## src/hdl/slbd_pkg.sv

```systemverilog
package slbd_pkg;

	localparam logic [7:0]  SYNC_FIRST   = 8'h24;
	localparam logic [7:0]  SYNC_SECOND  = 8'h40;
	localparam logic [15:0] HEADER_BYTES = 16'd8;

	// header byte positions within a block
	localparam logic [15:0] POS_FIRST_BODY = 16'd2;
	localparam logic [15:0] POS_ID_LO      = 16'd4;
	localparam logic [15:0] POS_ID_HI      = 16'd5;
	localparam logic [15:0] POS_LEN_LO     = 16'd6;
	localparam logic [15:0] POS_LEN_HI     = 16'd7;

	// result queue depth, power of two, at least 2
	localparam int QUEUE_DEPTH = 4;

	typedef struct packed {
		logic [7:0]  out_byte;
		logic [15:0] byte_index;
		logic        last;
		logic [15:0] block_id;
		logic [15:0] block_length;
		logic        skipped_before;
		logic        length_error;
	} res_t;

	typedef struct packed {
		logic first;
		logic second;
	} push_t;

endpackage

```

## src/hdl/slbd_step.sv

```systemverilog
module slbd_step import slbd_pkg::*; (
	input  logic       clk,
	input  logic       arst_n,
	input  logic       beat,
	input  logic [7:0] data_byte,
	output push_t      push,
	output res_t       res0,
	output res_t       res1
);

	logic [7:0]  prev_q, prev_d;
	logic        in_block_q, in_block_d;
	logic [15:0] pos_q, pos_d;
	logic [15:0] id_q, id_d;
	logic [15:0] len_q, len_d;
	logic        skip_q, skip_d;

	logic [15:0] id_new, len_new;
	logic        blk_last, blk_err;

	always_comb begin
		id_new  = id_q;
		len_new = len_q;
		if (pos_q == POS_ID_LO)
			id_new = {id_q[15:8], data_byte};
		if (pos_q == POS_ID_HI)
			id_new = {data_byte, id_q[7:0]};
		if (pos_q == POS_LEN_LO)
			len_new = {len_q[15:8], data_byte};
		if (pos_q == POS_LEN_HI)
			len_new = {data_byte, len_q[7:0]};

		blk_err  = (pos_q == POS_LEN_HI) && (len_new < HEADER_BYTES);
		blk_last = blk_err ||
			((pos_q >= POS_LEN_HI) && (({1'b0, pos_q} + 17'd1) >= {1'b0, len_new}));
	end

	always_comb begin
		prev_d     = prev_q;
		in_block_d = in_block_q;
		pos_d      = pos_q;
		id_d       = id_q;
		len_d      = len_q;
		skip_d     = skip_q;
		push       = '0;
		res0       = '0;
		res1       = '0;

		if (!in_block_q) begin
			if (prev_q == SYNC_FIRST && data_byte == SYNC_SECOND) begin
				push.first           = beat;
				push.second          = beat;
				res0.out_byte        = SYNC_FIRST;
				res0.byte_index      = 16'd0;
				res0.skipped_before  = skip_q;
				res1.out_byte        = SYNC_SECOND;
				res1.byte_index      = 16'd1;
				res1.skipped_before  = skip_q;
				in_block_d           = 1'b1;
				pos_d                = POS_FIRST_BODY;
				id_d                 = '0;
				len_d                = '0;
				prev_d               = '0;
			end else begin
				// anything but '$' counts as discarded
				if (data_byte != SYNC_FIRST)
					skip_d = 1'b1;
				prev_d = data_byte;
			end
		end else begin
			push.first          = beat;
			res0.out_byte       = data_byte;
			res0.byte_index     = pos_q;
			res0.last           = blk_last;
			res0.block_id       = (pos_q >= POS_ID_HI) ? id_new : '0;
			res0.block_length   = (pos_q >= POS_LEN_HI) ? len_new : '0;
			res0.skipped_before = skip_q;
			res0.length_error   = blk_err;
			if (blk_last) begin
				in_block_d = 1'b0;
				pos_d      = '0;
				prev_d     = '0;
				id_d       = '0;
				len_d      = '0;
				skip_d     = 1'b0;
			end else begin
				pos_d = pos_q + 16'd1;
				id_d  = id_new;
				len_d = len_new;
			end
		end
	end

	always_ff @(posedge clk or negedge arst_n) begin
		if (!arst_n) begin
			prev_q     <= '0;
			in_block_q <= 1'b0;
			pos_q      <= '0;
			id_q       <= '0;
			len_q      <= '0;
			skip_q     <= 1'b0;
		end else if (beat) begin
			prev_q     <= prev_d;
			in_block_q <= in_block_d;
			pos_q      <= pos_d;
			id_q       <= id_d;
			len_q      <= len_d;
			skip_q     <= skip_d;
		end
	end

endmodule

```

## src/hdl/slbd_queue.sv

```systemverilog
module slbd_queue import slbd_pkg::*; #(
	parameter int DEPTH = QUEUE_DEPTH
) (
	input  logic  clk,
	input  logic  arst_n,
	input  push_t push,
	input  res_t  res0,
	input  res_t  res1,
	output logic  room,
	output logic  valid,
	input  logic  ready,
	output res_t  head
);

	localparam int AW = (DEPTH > 1) ? $clog2(DEPTH) : 1;
	localparam int CW = $clog2(DEPTH + 1);

	res_t          mem_q [DEPTH];
	logic [AW-1:0] wr_q, rd_q;
	logic [CW-1:0] count_q;
	logic [1:0]    n_push;
	logic          pop;

	assign n_push = {1'b0, push.first} + {1'b0, push.second};
	assign pop    = valid && ready;
	assign valid  = (count_q != '0);
	assign head   = mem_q[rd_q];
	// a beat may bring two results, so keep two slots free
	assign room   = (count_q <= CW'(DEPTH - 2));

	always_ff @(posedge clk) begin
		if (push.first)
			mem_q[wr_q] <= res0;
		if (push.second)
			mem_q[wr_q + AW'(1)] <= res1;
	end

	always_ff @(posedge clk or negedge arst_n) begin
		if (!arst_n) begin
			wr_q    <= '0;
			rd_q    <= '0;
			count_q <= '0;
		end else begin
			wr_q    <= wr_q + AW'(n_push);
			rd_q    <= rd_q + AW'(pop);
			count_q <= count_q + CW'(n_push) - CW'(pop);
		end
	end

endmodule

```

## src/hdl/sync_length_block_deframer_core.sv

```systemverilog
// channel | handshake           | payload
// --------+---------------------+--------------------------------------------
// in      | in_valid / in_ready | data_byte
// out     | out_valid/out_ready | out_byte, byte_index, last, block_id,
//         |                     | block_length, skipped_before, length_error
//
// One input byte per cycle while in_ready is high; each byte is processed in the cycle it is taken.
// The '@' that completes sync yields two output beats, other block bytes one.
// Results wait in a small queue; in_ready is low while fewer than two slots
// are free, so throughput is one byte per cycle when out_ready stays high.
// Reset clears the deframer state and the queue.
module sync_length_block_deframer_core import slbd_pkg::*; #(
	parameter int QDEPTH = QUEUE_DEPTH
) (
	input  logic        clk,
	input  logic        arst_n,
	input  logic        in_valid,
	output logic        in_ready,
	input  logic [7:0]  data_byte,
	output logic        out_valid,
	input  logic        out_ready,
	output logic [7:0]  out_byte,
	output logic [15:0] byte_index,
	output logic        last,
	output logic [15:0] block_id,
	output logic [15:0] block_length,
	output logic        skipped_before,
	output logic        length_error
);

	push_t push;
	res_t  res0, res1, head;
	logic  beat;

	assign beat = in_valid && in_ready;

	slbd_step u_step (
		.clk       (clk),
		.arst_n    (arst_n),
		.beat      (beat),
		.data_byte (data_byte),
		.push      (push),
		.res0      (res0),
		.res1      (res1)
	);

	slbd_queue #(
		.DEPTH (QDEPTH)
	) u_queue (
		.clk    (clk),
		.arst_n (arst_n),
		.push   (push),
		.res0   (res0),
		.res1   (res1),
		.room   (in_ready),
		.valid  (out_valid),
		.ready  (out_ready),
		.head   (head)
	);

	assign out_byte       = head.out_byte;
	assign byte_index     = head.byte_index;
	assign last           = head.last;
	assign block_id       = head.block_id;
	assign block_length   = head.block_length;
	assign skipped_before = head.skipped_before;
	assign length_error   = head.length_error;

endmodule

```

## config.mk

```make
export PLATFORM = sky130hd
export DESIGN_NAME = sync_length_block_deframer_core
export DESIGN_NICKNAME = d
export VERILOG_FILES = /design/src/hdl/slbd_pkg.sv /design/src/hdl/slbd_step.sv /design/src/hdl/slbd_queue.sv /design/src/hdl/sync_length_block_deframer_core.sv
export SDC_FILE = /design/constraint.sdc
export NUM_CORES = 1
export LEC_CHECK = 0
export ABC_AREA = 1
export BUFFER_PORTS_ARGS = -buffer_cell sky130_fd_sc_hd__buf_2
export CAP_MARGIN = 20
export CORE_AREA = 2 2 118 205
export DETAILED_ROUTE_END_ITERATION = 8
export DIE_AREA = 0 0 120 207
export PLACE_DENSITY = 0.78
export REMOVE_ABC_BUFFERS = 1
export SETUP_SLACK_MARGIN = 0.5
export SLEW_MARGIN = 5
export SYNTH_ARGS = -nofsm -noshare
export SYNTH_HDL_FRONTEND = slang
export SYNTH_SLANG_ARGS = --single-unit
```

## constraint.sdc

```tcl
create_clock -name clk -period 4.1 [get_ports clk]
set_input_delay 0.82 -clock clk [delete_from_list [all_inputs] [get_ports clk]]
set_output_delay 0.82 -clock clk [all_outputs]
set_load 0.005 [all_outputs]
```

==> results of run 1 <==
[metrics by stage]
step | setup TNS [ns] | cell area [um2] | util (%) | cells
final | 0 | 15370 | 66.16 | 2162
after detailed placement | 0 | 14420 | 62.04 | 2109
after global placement | 0 | 14420 | 62.04 | 2109
after floorplan | -60.65 | 13280 | - | 1692
after global routing | 0 | 15370 | 66.16 | 2162
after CTS | 0 | 15300 | 65.84 | 2160
[what timing repair did]
item / 4_1_cts / 5_1_grt
pin swaps: 1 / 3
hold endpoints to repair: 0 / 0
gates cloned: 1 / 0
gates resized for setup: 1 / 16
setup endpoints to repair: 41 / 108
setup buffers: 1 / 2
[area by class of cell]
class	instances	share of cell area, %
multi-input combinational	1261	41.55
timing repair buffer	116	5.086
inverter	131	3.231
tap	304	2.474
clock buffer	45	5.355
sequential	301	42.13
clock inverter	4	0.1709
[critical path: cells and delay by family, from the launching register on]
kind            cells  cell delay, ns
buf+inv             2            0.29
compound gates      2            0.25
fa+ha+maj           2            0.51
xor+xnor            1            0.13
flops               1            0.46
simple gates       14            1.66
[synth_stat cells (2+ instances only)]
master | number | share of area [%]
ha_1 | 26 | 2.3
o21ai_0 | 338 | 12
o21ai_2 | 2 | 0.13
nand2_2 | 9 | 0.41
clkbuf_1 | 89 | 2.4
xnor2_1 | 6 | 0.38
o21ai_1 | 18 | 0.65
buf_4 | 6 | 0.32
nor4_1 | 4 | 0.18
a21oi_1 | 77 | 2.8
nor2_1 | 145 | 3.9
edfxtp_1 | 12 | 2.6
nand4_1 | 9 | 0.41
buf_6 | 5 | 0.41
nor2_4 | 4 | 0.32
inv_1 | 124 | 3.4
inv_2 | 4 | 0.11
nand2_1 | 295 | 8.0
dfrtp_1 | 65 | 12
nand3_4 | 2 | 0.25
dfxtp_1 | 224 | 32
nand2_4 | 3 | 0.24
o22ai_1 | 94 | 4.2
xor2_1 | 11 | 0.69
buf_2 | 31 | 1.1
clkinv_1 | 2 | 0.054
a41oi_1 | 2 | 0.13
nand3_1 | 194 | 7.0
nor3_1 | 4 | 0.14
buf_1 | 6 | 0.16
nor2_2 | 4 | 0.18
nand3b_1 | 2 | 0.11
[path summary, 6_finish.rpt]
| check | startpoint | end | slack [ns] | cells past startpoint |
|---|---|---|---|---|
| worst max-delay path | u_step.pos_q[1] | u_step.len_q[4] | 0.70 | 21 |
| worst min-delay path | arst_n | u_queue.count_q[2] | 0.33 | 1 |
| worst max register to register | u_step.pos_q[1] | u_step.len_q[4] | 0.70 | 21 |
| worst min register to register | u_queue.mem_q[2][45] | u_queue.mem_q[2][45] | 0.46 | 2 |
| max in group asynchronous | arst_n | u_step.pos_q[2] | 2.81 | 2 |
| min in group clk | u_queue.mem_q[2][45] | u_queue.mem_q[2][45] | 0.46 | 2 |
[state kept, by name, indices dropped and copies added, names as in the netlist]
| register | count |
|---|---|
| u_queue.rd_q | 2 |
| u_queue.mem_q | 236 |
| u_step.len_q | 16 |
| u_step.skip_q | 1 |
| u_step.in_block_q | 1 |
| u_step.prev_q | 8 |
| u_queue.wr_q | 2 |
| u_queue.count_q | 3 |
| u_step.id_q | 16 |
| u_step.pos_q | 16 |
[power groups by stage]
stage | Sequential, uW | Clock [uW] | Combinational (uW)
after floorplan | 4430 | 0 | 3010
after global placement | 4440 | 0 | 4550
after detailed placement | 4490 | 0 | 4660
after CTS | 4430 | 2480 | 4730
after global routing | 4560 | 2610 | 5410
final | 4460 | 2450 | 4830
[logic make-up (layout without fill, tap and decap cells)]
kind of cell	Yosys count	count (layout)	share of synthesized area (%)
adder cells (fa/ha/maj)	27	27	2.486
flip-flops	301	301	46.59
AND/OR/NAND/NOR	682	683	21.62
buffers and inverters	268	296	7.973
AO/OA/AOI/OAI	534	534	20.25
XOR/XNOR	17	17	1.072
[layer usage]
| metal | up-vias | routed length [um] | GRT usage [%] |
|---|---|---|---|
| met3 | 141 | 2433 | 3.552 |
| met4 | 0 | 2261 | 18.78 |
| met2 | 509 | 19970 | 54.96 |
| met5 | - | 0 | 0 |
| li1 | 6191 | - | - |
| met1 | 6189 | 15300 | 38.28 |
==> qor.yml, run 1 <==
outcome:
  status: "complete, no violations"
final_layout:
  area_growth_pct: 10.70
  num-fill-cells: 2038
  multi_input_area_um2: 6389
  regArea_um2: 6477
  layout_common_cells: "335 x o21ai_0, 289 x nand2_1, 224 x dfxtp_1"
  diodes: 0
  final_common_cell: "o21ai_0"
  drive_above_1_share_pct: 11.09
  nets: 1877
floorplan:
  fp.dieArea_um2: 24840
  num_rows: 74
  die_h_um: 207
  coreArea_um2: 23240
  die_x_um: 120
  ios: 73
  initial_core_util_pct: 59.76
yosys:
  ys_types: 44
  synth_area_per_cell_um2: 7.593
  ys.flop_type: "dfxtp_1"
  ys_seq_area_share_pct: 46.59
  ys_ff_latch: 301
  synth_edf_count: 12
  yosysWarnings: 0
  syn_area_um2: 13890
  async_flop_share_pct: 21.59
  netlist_instances: 1829
timing:
  hold_violations: 0
  finalSetupViolations: 0
  period_needed_ns: 3.403
  worst_pin_slew_ns: 0.8731
  whs_ns: 0.3316
  final_max_slew_viol_count: 0
  post-route-period-util_pct: 82.99
  max_slew_margin_pct: 41.18
  skew_ns: 0.02316
  maxClockFrequency_ghz: 0.2939
  layout_setup_ws_ns: 0.6973
  rsz0062_at_grt: "true"
global_routing:
  grt_max_degree: 71
  antenna_found_initial: 0
  overflow: 0
  grt_pass1_wl_um: 64440
  first_global_vias: 12786
  grt_usage_pct: 32.03
route:
  via_per_inst: 6.027
  drt_first_pass_iters: 5
  drtAntennaViolNets: 0
  first_iter_violations: 1282
  wl_um: 39970
  vias: 13030
  drc_errors: 0
  post_drt_wl_per_cell_um: 18.49
worst_setup_path:
  cp-start-kind: "flip-flop"
  cp_slowest_stage_delay_ns: 0.46
  required_ns: 4.55
  crit_chain: "ha_4 -> nand3_1 -> nor3_2 -> nand2_1 -> nor3_2 -> nand2_1 -> nor2_2 -> xnor2_1 -> inv_1 -> ha_1 -> nand2_1 -> o21bai_1 -> nand2_1 -> nand4_1 -> nand2_1 -> nor2_1 -> nand3_1 -> nand2_2 -> nand3_4 -> buf_12 -> o22ai_1"
  critPathSlowestCell: "dfrtp_1"
  endpoint_kind: "flip-flop"
  worstSetupPathType: "reg2reg"
  cp_max_fo: 25
  worst_ep_arrival_time_ns: 3.85
  cp_common_cell: "nand2_1"
pwr:
  p_leak_uw: 0.006576
  ir_worst_vdd_uv: 538.3
  swShare_pct: 39.56
  clockPowerShare_pct: 20.9
  p_int_uw: 7100
  seqPwrFrac_pct: 38.0
  p_per_area_nw_per_um2: 764.1
  switching_power_uw: 4647
  fin_total_pwr_uw: 11750
  combPwrFrac_pct: 41.1
cts:
  clock_path_buffers: 3
  clockRootBuffer: "clkbuf_16"
  htree_levels: 1
  clkTransAtPathRegs_ns: 0.06
  holdBufCountCts: 0
  numClockSinks: 301
  cts_tree: "yes"
  cts-buffers-inserted: 27
  clkLatencyLatePin_ns: 0.56
run:
  maxCapViolations: 0
worst_hold_path:
  hold_path_class: "in2async"
placement:
  port_buffers: 72
  hpwlAfterDp_um: 25780
  place.gp.congestion: 0.9914
  dp_slack_ns: 0.3314
Power figures use the tool's default switching activity.
==> run 2, diff against run 1 <==
==> constraint.sdc (replaced) <==
create_clock -name clk -period 3.4 [get_ports clk]
set_input_delay 0.68 -clock clk [delete_from_list [all_inputs] [get_ports clk]]
set_output_delay 0.68 -clock clk [all_outputs]
set_load 0.005 [all_outputs]
==> run 2 against run 1 <==
The flow now finishes with violations (negative setup slack); clock power grew 42%; critical path depth increased by 2; register-to-register slack worse by 0.71 ns.
==> qor.yml, run 2 (same netlist as run 1, synthesis figures left out) <==
cts:
  holdBufCountCts: 0  # unchanged
  cts_tree: "yes"
  cts-buffers-inserted: 28  # +3.7%
  clkTransAtPathRegs_ns: 0.08  # +0.02 ns
  clock_path_buffers: 3  # unchanged
  htree_levels: 1  # unchanged
  clockRootBuffer: "clkbuf_16"
  numClockSinks: 301  # unchanged
  clkLatencyLatePin_ns: 0.58  # +0.02 ns
route:
  via_per_inst: 6.189  # +2.7%
  post_drt_wl_per_cell_um: 19.74  # +6.8%
  drc_errors: 0  # unchanged
  vias: 13720  # +5.3%
  drtAntennaViolNets: 0  # unchanged
  first_iter_violations: 1324  # +3.3%
  drt_first_pass_iters: 7  # +2
  wl_um: 43770  # +9.5%
timing:
  period_needed_ns: 3.410  # +0.006846 ns
  max_slew_margin_pct: 38.92  # -2.3 points
  hold_violations: 0  # unchanged
  finalSetupViolations: 2  # +2
  post-route-period-util_pct: 100.3  # +17 points
  layout_setup_ws_ns: -0.009512  # -0.7068 ns
  worst_pin_slew_ns: 0.9066  # +0.03353 ns
  maxClockFrequency_ghz: 0.2933  # -0.20%
  skew_ns: 0.02223  # -0.0009365 ns
  rsz0062_at_grt: "true"
  final_max_slew_viol_count: 0  # unchanged
floorplan:
  num_rows: 74  # unchanged
  initial_core_util_pct: 59.76  # unchanged
  die_x_um: 120  # unchanged
  coreArea_um2: 23240  # unchanged
  fp.dieArea_um2: 24840  # unchanged
  die_h_um: 207  # unchanged
  ios: 73  # unchanged
worst_setup_path:
  required_ns: 3.90  # -0.65 ns
  worst_ep_arrival_time_ns: 3.91  # +0.06 ns
  endpoint_kind: "flip-flop"
  crit_family: "simple AND/OR/NAND/NOR gates"
  worstSetupPathType: "reg2reg"
  cp_max_fo: 5  # -80%
  critPathSlowestCell: "dfrtp_1"
  crit_chain: "ha_2 -> nand3_4 -> nor3_4 -> nand2_1 -> nor3_2 -> nand2_1 -> nor2_4 -> nand2_2 -> xnor2_2 -> ha_4 -> a21oi_2 -> o211ai_1 -> inv_1 -> nand2_1 -> nor2_1 -> nand3_1 -> nand2_2 -> nand3_4 -> buf_6 -> buf_12 -> nand2_8 -> nand2_2 -> nand2_1"
  path_buf_inv: 3  # +1
  cp-start-kind: "flip-flop"
  cp_slowest_stage_delay_ns: 0.37  # -0.09 ns
  cp_common_cell: "nand2_1"
global_routing:
  grt_pass1_wl_um: 66940  # +3.9%
  grt_max_degree: 119  # +68%
  overflow: 0  # unchanged
  first_global_vias: 13011  # +1.8%
  grt_usage_pct: 33.64  # +1.6 points
  antenna_found_initial: 0  # unchanged
placement:
  place.gp.congestion: 1.040  # +4.9%
  port_buffers: 72  # unchanged
  hpwlAfterDp_um: 25890  # +0.44%
final_layout:
  nets: 1930  # +2.8%
  largest_register_ffs: 236  # unchanged
  max_flop_register: "u_queue.mem_q"
  diodes: 0  # unchanged
  final_common_cell: "o21ai_0"
  utilization_pct: 70.89  # +4.7 points
  layout_common_cells: "326 x o21ai_0, 276 x nand2_1, 224 x dfxtp_1"
  area_growth_pct: 18.63
  num-fill-cells: 1807  # -11%
  drive_above_1_share_pct: 17.67  # +6.6 points
pwr:
  ir_worst_vdd_uv: 893.0  # +66%
  p_leak_uw: 0.007058  # +7.3%
  fin_total_pwr_uw: 15600  # +33%
  p_per_area_nw_per_um2: 946.6  # +24%
run:
  maxCapViolations: 0  # unchanged
worst_hold_path:
  hold_path_class: "in2async"
outcome:
  status: "finished with violations"
  violations: "negative setup slack"
[run 2: changes by cell type in the layout (fill, tap and decap cells not counted), moves of 7 or more]
cell / previous run / this run
clkbuf_16: 27 / 34
o22ai_1: 94 / 79
o21ai_0: 335 / 326
o22ai_2: 0 / 14
clkbuf_1: 10 / 0
nand2_2: 14 / 26
buf_4: 36 / 77
clkinv_2: 2 / 10
o21ai_2: 2 / 10
nand2_1: 289 / 276
[run 2: per-stage QoR]
stage	instance area, um2	instances	TNS, ns	setup slack [ns]	hold slack [ns]
6_report	16480	2217	-0.01636	-0.009512	0.2961
3_5_place_dp	14570	2132	-0.01082	-0.007087	0.4533
5_1_grt	16480	2217	-6.965	-0.2012	0.3606
4_1_cts	16120	2207	0	0.3063	0.3367
3_3_place_gp	14570	2132	0	0.08839	0.4485
2_1_floorplan	13280	1692	-149.09	-1.456	0.3844
[run 2: final timing paths]
path	startpoint	to	slack (ns)	depth (start not counted)
max in group asynchronous	arst_n	u_queue.rd_q[0]	2.41	2
setup / recovery	u_step.pos_q[1]	u_step.prev_q[2]	-0.01	23
hold / removal	arst_n	u_step.pos_q[8]	0.30	2
min in group clk	u_queue.mem_q[3][36]	u_queue.mem_q[3][36]	0.47	2
setup reg to reg	u_step.pos_q[1]	u_step.prev_q[2]	-0.01	23
hold reg to reg	u_queue.mem_q[3][36]	u_queue.mem_q[3][36]	0.47	2
[run 2: timing repair]
action / 4_1_cts / 5_1_grt
endpoints found under the hold margin: 0 / 0
endpoints found under the setup margin: 105 / 133
pin swaps: 12 / 12
buffers inserted: 18 / 7
gates cloned: 5 / 3
resized for setup: 58 / 64
[run 2: report_power, final]
part           switching (uW)  total, uW  internal, uW
Combinational            4130       6870          2750
Clock                    1440       3480          2050
Sequential                568       5240          4670
Total                    6130      15600          9460
[run 2: layer usage]
metal / wire length [um] / vias to the layer above / track usage [%] / part of all wire (%)
li1: - / 6316 / - / -
met1: 15990 / 6465 / 38.95 / 37
met2: 21820 / 744 / 57.95 / 50
met3: 3091 / 195 / 4.268 / 7.1
met4: 2868 / 0 / 21.26 / 6.6
met5: 0 / - / 0 / 0
[run 2: final cells by class]
| type | instances | area [um2] | share of cell area [%] |
|---|---|---|---|
| multi-input cells | 1262 | 6798 | 41.26 |
| flip-flops and latches | 301 | 6481 | 39.34 |
| repair buffers | 167 | 1282 | 7.784 |
| clock buffers | 34 | 828.3 | 5.027 |
| inverters | 131 | 503.0 | 3.053 |
| well taps | 304 | 380.4 | 2.309 |
| clock inverters | 18 | 202.7 | 1.230 |
==> run 3, diff against run 2 <==
--- a/config.mk
+++ b/config.mk
@@ -8,12 +8,13 @@
 export ABC_AREA = 1
 export BUFFER_PORTS_ARGS = -buffer_cell sky130_fd_sc_hd__buf_2
 export CAP_MARGIN = 20
-export CORE_AREA = 2 2 118 205
+export CORE_AREA = 2 2 154 156
 export DETAILED_ROUTE_END_ITERATION = 8
-export DIE_AREA = 0 0 120 207
-export PLACE_DENSITY = 0.78
+export DIE_AREA = 0 0 156 158
+export PLACE_DENSITY = 0.79
 export REMOVE_ABC_BUFFERS = 1
 export SETUP_SLACK_MARGIN = 0.5
+export SKIP_CTS_REPAIR_TIMING = 1
 export SLEW_MARGIN = 5
 export SYNTH_ARGS = -nofsm -noshare
 export SYNTH_HDL_FRONTEND = slang
==> constraint.sdc (replaced) <==
create_clock -name clk -period 3.3 [get_ports clk]
set_input_delay 0.66 -clock clk [delete_from_list [all_inputs] [get_ports clk]]
set_output_delay 0.66 -clock clk [all_outputs]
set_load 0.005 [all_outputs]
==> run 3 against run 2 <==
The run now ends clean; sequential share of layout area rose by 0.85 points; wire length fell by 7.5%; power fell by 0.65%; hold slack worse by 0.020 ns; critical path type unchanged; largest power group unchanged; highest routed layer unchanged.
==> qor.yml, run 3 (same netlist as run 1, synthesis figures left out) <==
outcome:
  status: "complete, no violations"
route:
  first_iter_violations: 1496  # +13%
  wl_um: 40500  # -7.5%
  vias: 13381  # -2.5%
  drtAntennaViolNets: 0  # unchanged
  wl_met3_um: 3734  # +21%
  top_layer: "met4"
  met1_length_um: 16940  # +5.9%
  drc_errors: 0  # unchanged
  post_drt_wl_per_cell_um: 18.48  # -6.4%
  drt_first_pass_iters: 6  # -1
  via_per_inst: 6.104  # -1.4%
  wl_met2_um: 18680  # -14%
timing:
  hold_violations: 0  # unchanged
  post-route-period-util_pct: 97.55  # -2.7 points
  period_needed_ns: 3.219  # -0.1903 ns
  max_slew_margin_pct: 40.61  # +1.7 points
  rsz0062_at_grt: "true"
  final_max_slew_viol_count: 0  # unchanged
  maxClockFrequency_ghz: 0.3106  # +5.9%
  skew_ns: 0.01366  # -0.008565 ns
  finalSetupViolations: 0  # -2
  worst_pin_slew_ns: 0.8908  # -0.01580 ns
placement:
  hpwlAfterDp_um: 24630  # -4.9%
  place.gp.congestion: 1.003  # -3.5%
  dp.cells: 2123  # -0.42%
  placed_area_um2: 14610  # +0.31%
  port_buffers: 72  # unchanged
global_routing:
  antenna_found_initial: 0  # unchanged
  overflow: 0  # unchanged
  grt_usage_pct: 31.46  # -2.2 points
  first_global_vias: 12111  # -6.9%
  grt_pass1_wl_um: 62640  # -6.4%
  grt_max_degree: 119  # unchanged
worst_setup_path:
  reg2reg_from: "u_step.pos_q[1]"
  worstSetupPathType: "reg2reg"
  endpoint_kind: "flip-flop"
  regToRegEndpoint: "u_step.pos_q[14]"
  worst_ep_arrival_time_ns: 3.70  # -0.21 ns
  required_ns: 3.79  # -0.11 ns
  r2r_cells: 20  # -13%
  r2r_slack_ns: 0.08  # +0.09 ns
  cp_max_fo: 16  # +11
  cp-start-kind: "flip-flop"
run:
  maxCapViolations: 0  # unchanged
final_layout:
  layout_common_cells: "326 x o21ai_0, 282 x nand2_1, 224 x dfxtp_1"
  final_area_um2: 16120  # -2.2%
  final_common_cell: "o21ai_0"
  layout.cells.non_filler: 2192  # -1.1%
  max_flop_register: "u_queue.mem_q"
  area_growth_pct: 16.04
  drive_above_1_share_pct: 15.46  # -2.2 points
  diodes: 0  # unchanged
  largest_register_ffs: 236  # unchanged
  nets: 1916  # -0.73%
cts:
  cts-buffers-inserted: 31  # +11%
  htree_levels: 1  # unchanged
  cts_tree: "yes"
  clkTransAtPathRegs_ns: 0.06  # -0.02 ns
  clkLatencyLatePin_ns: 0.56  # -0.02 ns
  numClockSinks: 301  # unchanged
  clock_path_buffers: 3  # unchanged
  clockRootBuffer: "clkbuf_16"
floorplan:
  initial_core_util_pct: 60.25  # +0.49 points
  fp.dieArea_um2: 24650  # -0.77%
  ios: 73  # unchanged
  die_h_um: 158  # -24%
  num_rows: 56  # -24%
  coreArea_um2: 23050  # -0.81%
  die_x_um: 156  # +30%
pwr:
  p_leak_uw: 0.006925  # -1.9%
  p_per_area_nw_per_um2: 961.4  # +1.6%
  ir_worst_vdd_uv: 557.5  # -38%
worst_hold_path:
  hold_path_class: "in2async"
run 3: worst max-delay path, cell delays in order (launching register included):
cell       delay, ns
dfrtp_1         0.41
ha_4            0.17
nand3_4         0.09
nor3_4          0.22
nand2_1         0.09
nor3_2          0.19
nand2_1         0.12
nor2_4          0.14
nand2_2         0.07
xnor2_2         0.25
ha_4            0.26
a21oi_2         0.11
o211ai_1        0.08
inv_1           0.07
nand2_1         0.05
nor2_1          0.08
nand3_1         0.09
nand2_2         0.12
nand3_4         0.14
clkbuf_16       0.25
o21ai_1         0.14
run 3: per-stage QoR:
stage	setup TNS, ns	power (uW)	setup slack (ns)	util [%]	hold slack (ns)
6_report	0	15490	0.08077	69.91	0.2764
5_1_grt	-3.089	16520	-0.1042	69.91	0.3567
4_1_cts	-0.2152	14870	-0.05055	67.80	0.3385
3_5_place_dp	0	11410	0.02476	63.38	0.4524
3_3_place_gp	0	11270	0.07548	63.38	0.4485
2_1_floorplan	-166.70	9247	-1.536	-	0.3644
run 3: how the worst max path moves through the flow:
stage,depth (start not counted),to,start,slack [ns]
2_1_floorplan,4,last,u_queue.rd_q[0],-1.54
3_3_place_gp,20,u_step.prev_q[6],u_step.pos_q[0],0.08
3_5_place_dp,20,u_step.prev_q[6],u_step.pos_q[0],0.02
4_1_cts,19,u_step.pos_q[1],u_step.pos_q[0],-0.05
5_1_grt,21,u_step.skip_q,u_step.pos_q[1],-0.10
6_report,20,u_step.pos_q[14],u_step.pos_q[1],0.08
run 3: layout make-up:
| class | count | area [um2] |
|---|---|---|
| fillers | 1821 | 6935 |
| multi-input cells | 1260 | 6646 |
| flip-flops and latches | 301 | 6477 |
| repair buffers | 152 | 1104 |
| clock buffers | 48 | 932.1 |
| inverters | 131 | 506.7 |
| well taps | 290 | 362.8 |
| clock inverters | 10 | 87.58 |
run 3: routing by layer:
metal | GRT usage [%] | vias to the layer above
li1 | - | 6297
met1 | 44.07 | 6353
met2 | 51.16 | 651
met3 | 3.230 | 80
met4 | 10.97 | 0
met5 | 0 | -
run 3: power by group:
part	leakage (uW)	total [uW]	internal (uW)	switching (uW)
Combinational	0.00362	6590	2620	3970
Clock	0.000506	3470	2020	1450
Sequential	0.00280	5430	4810	619
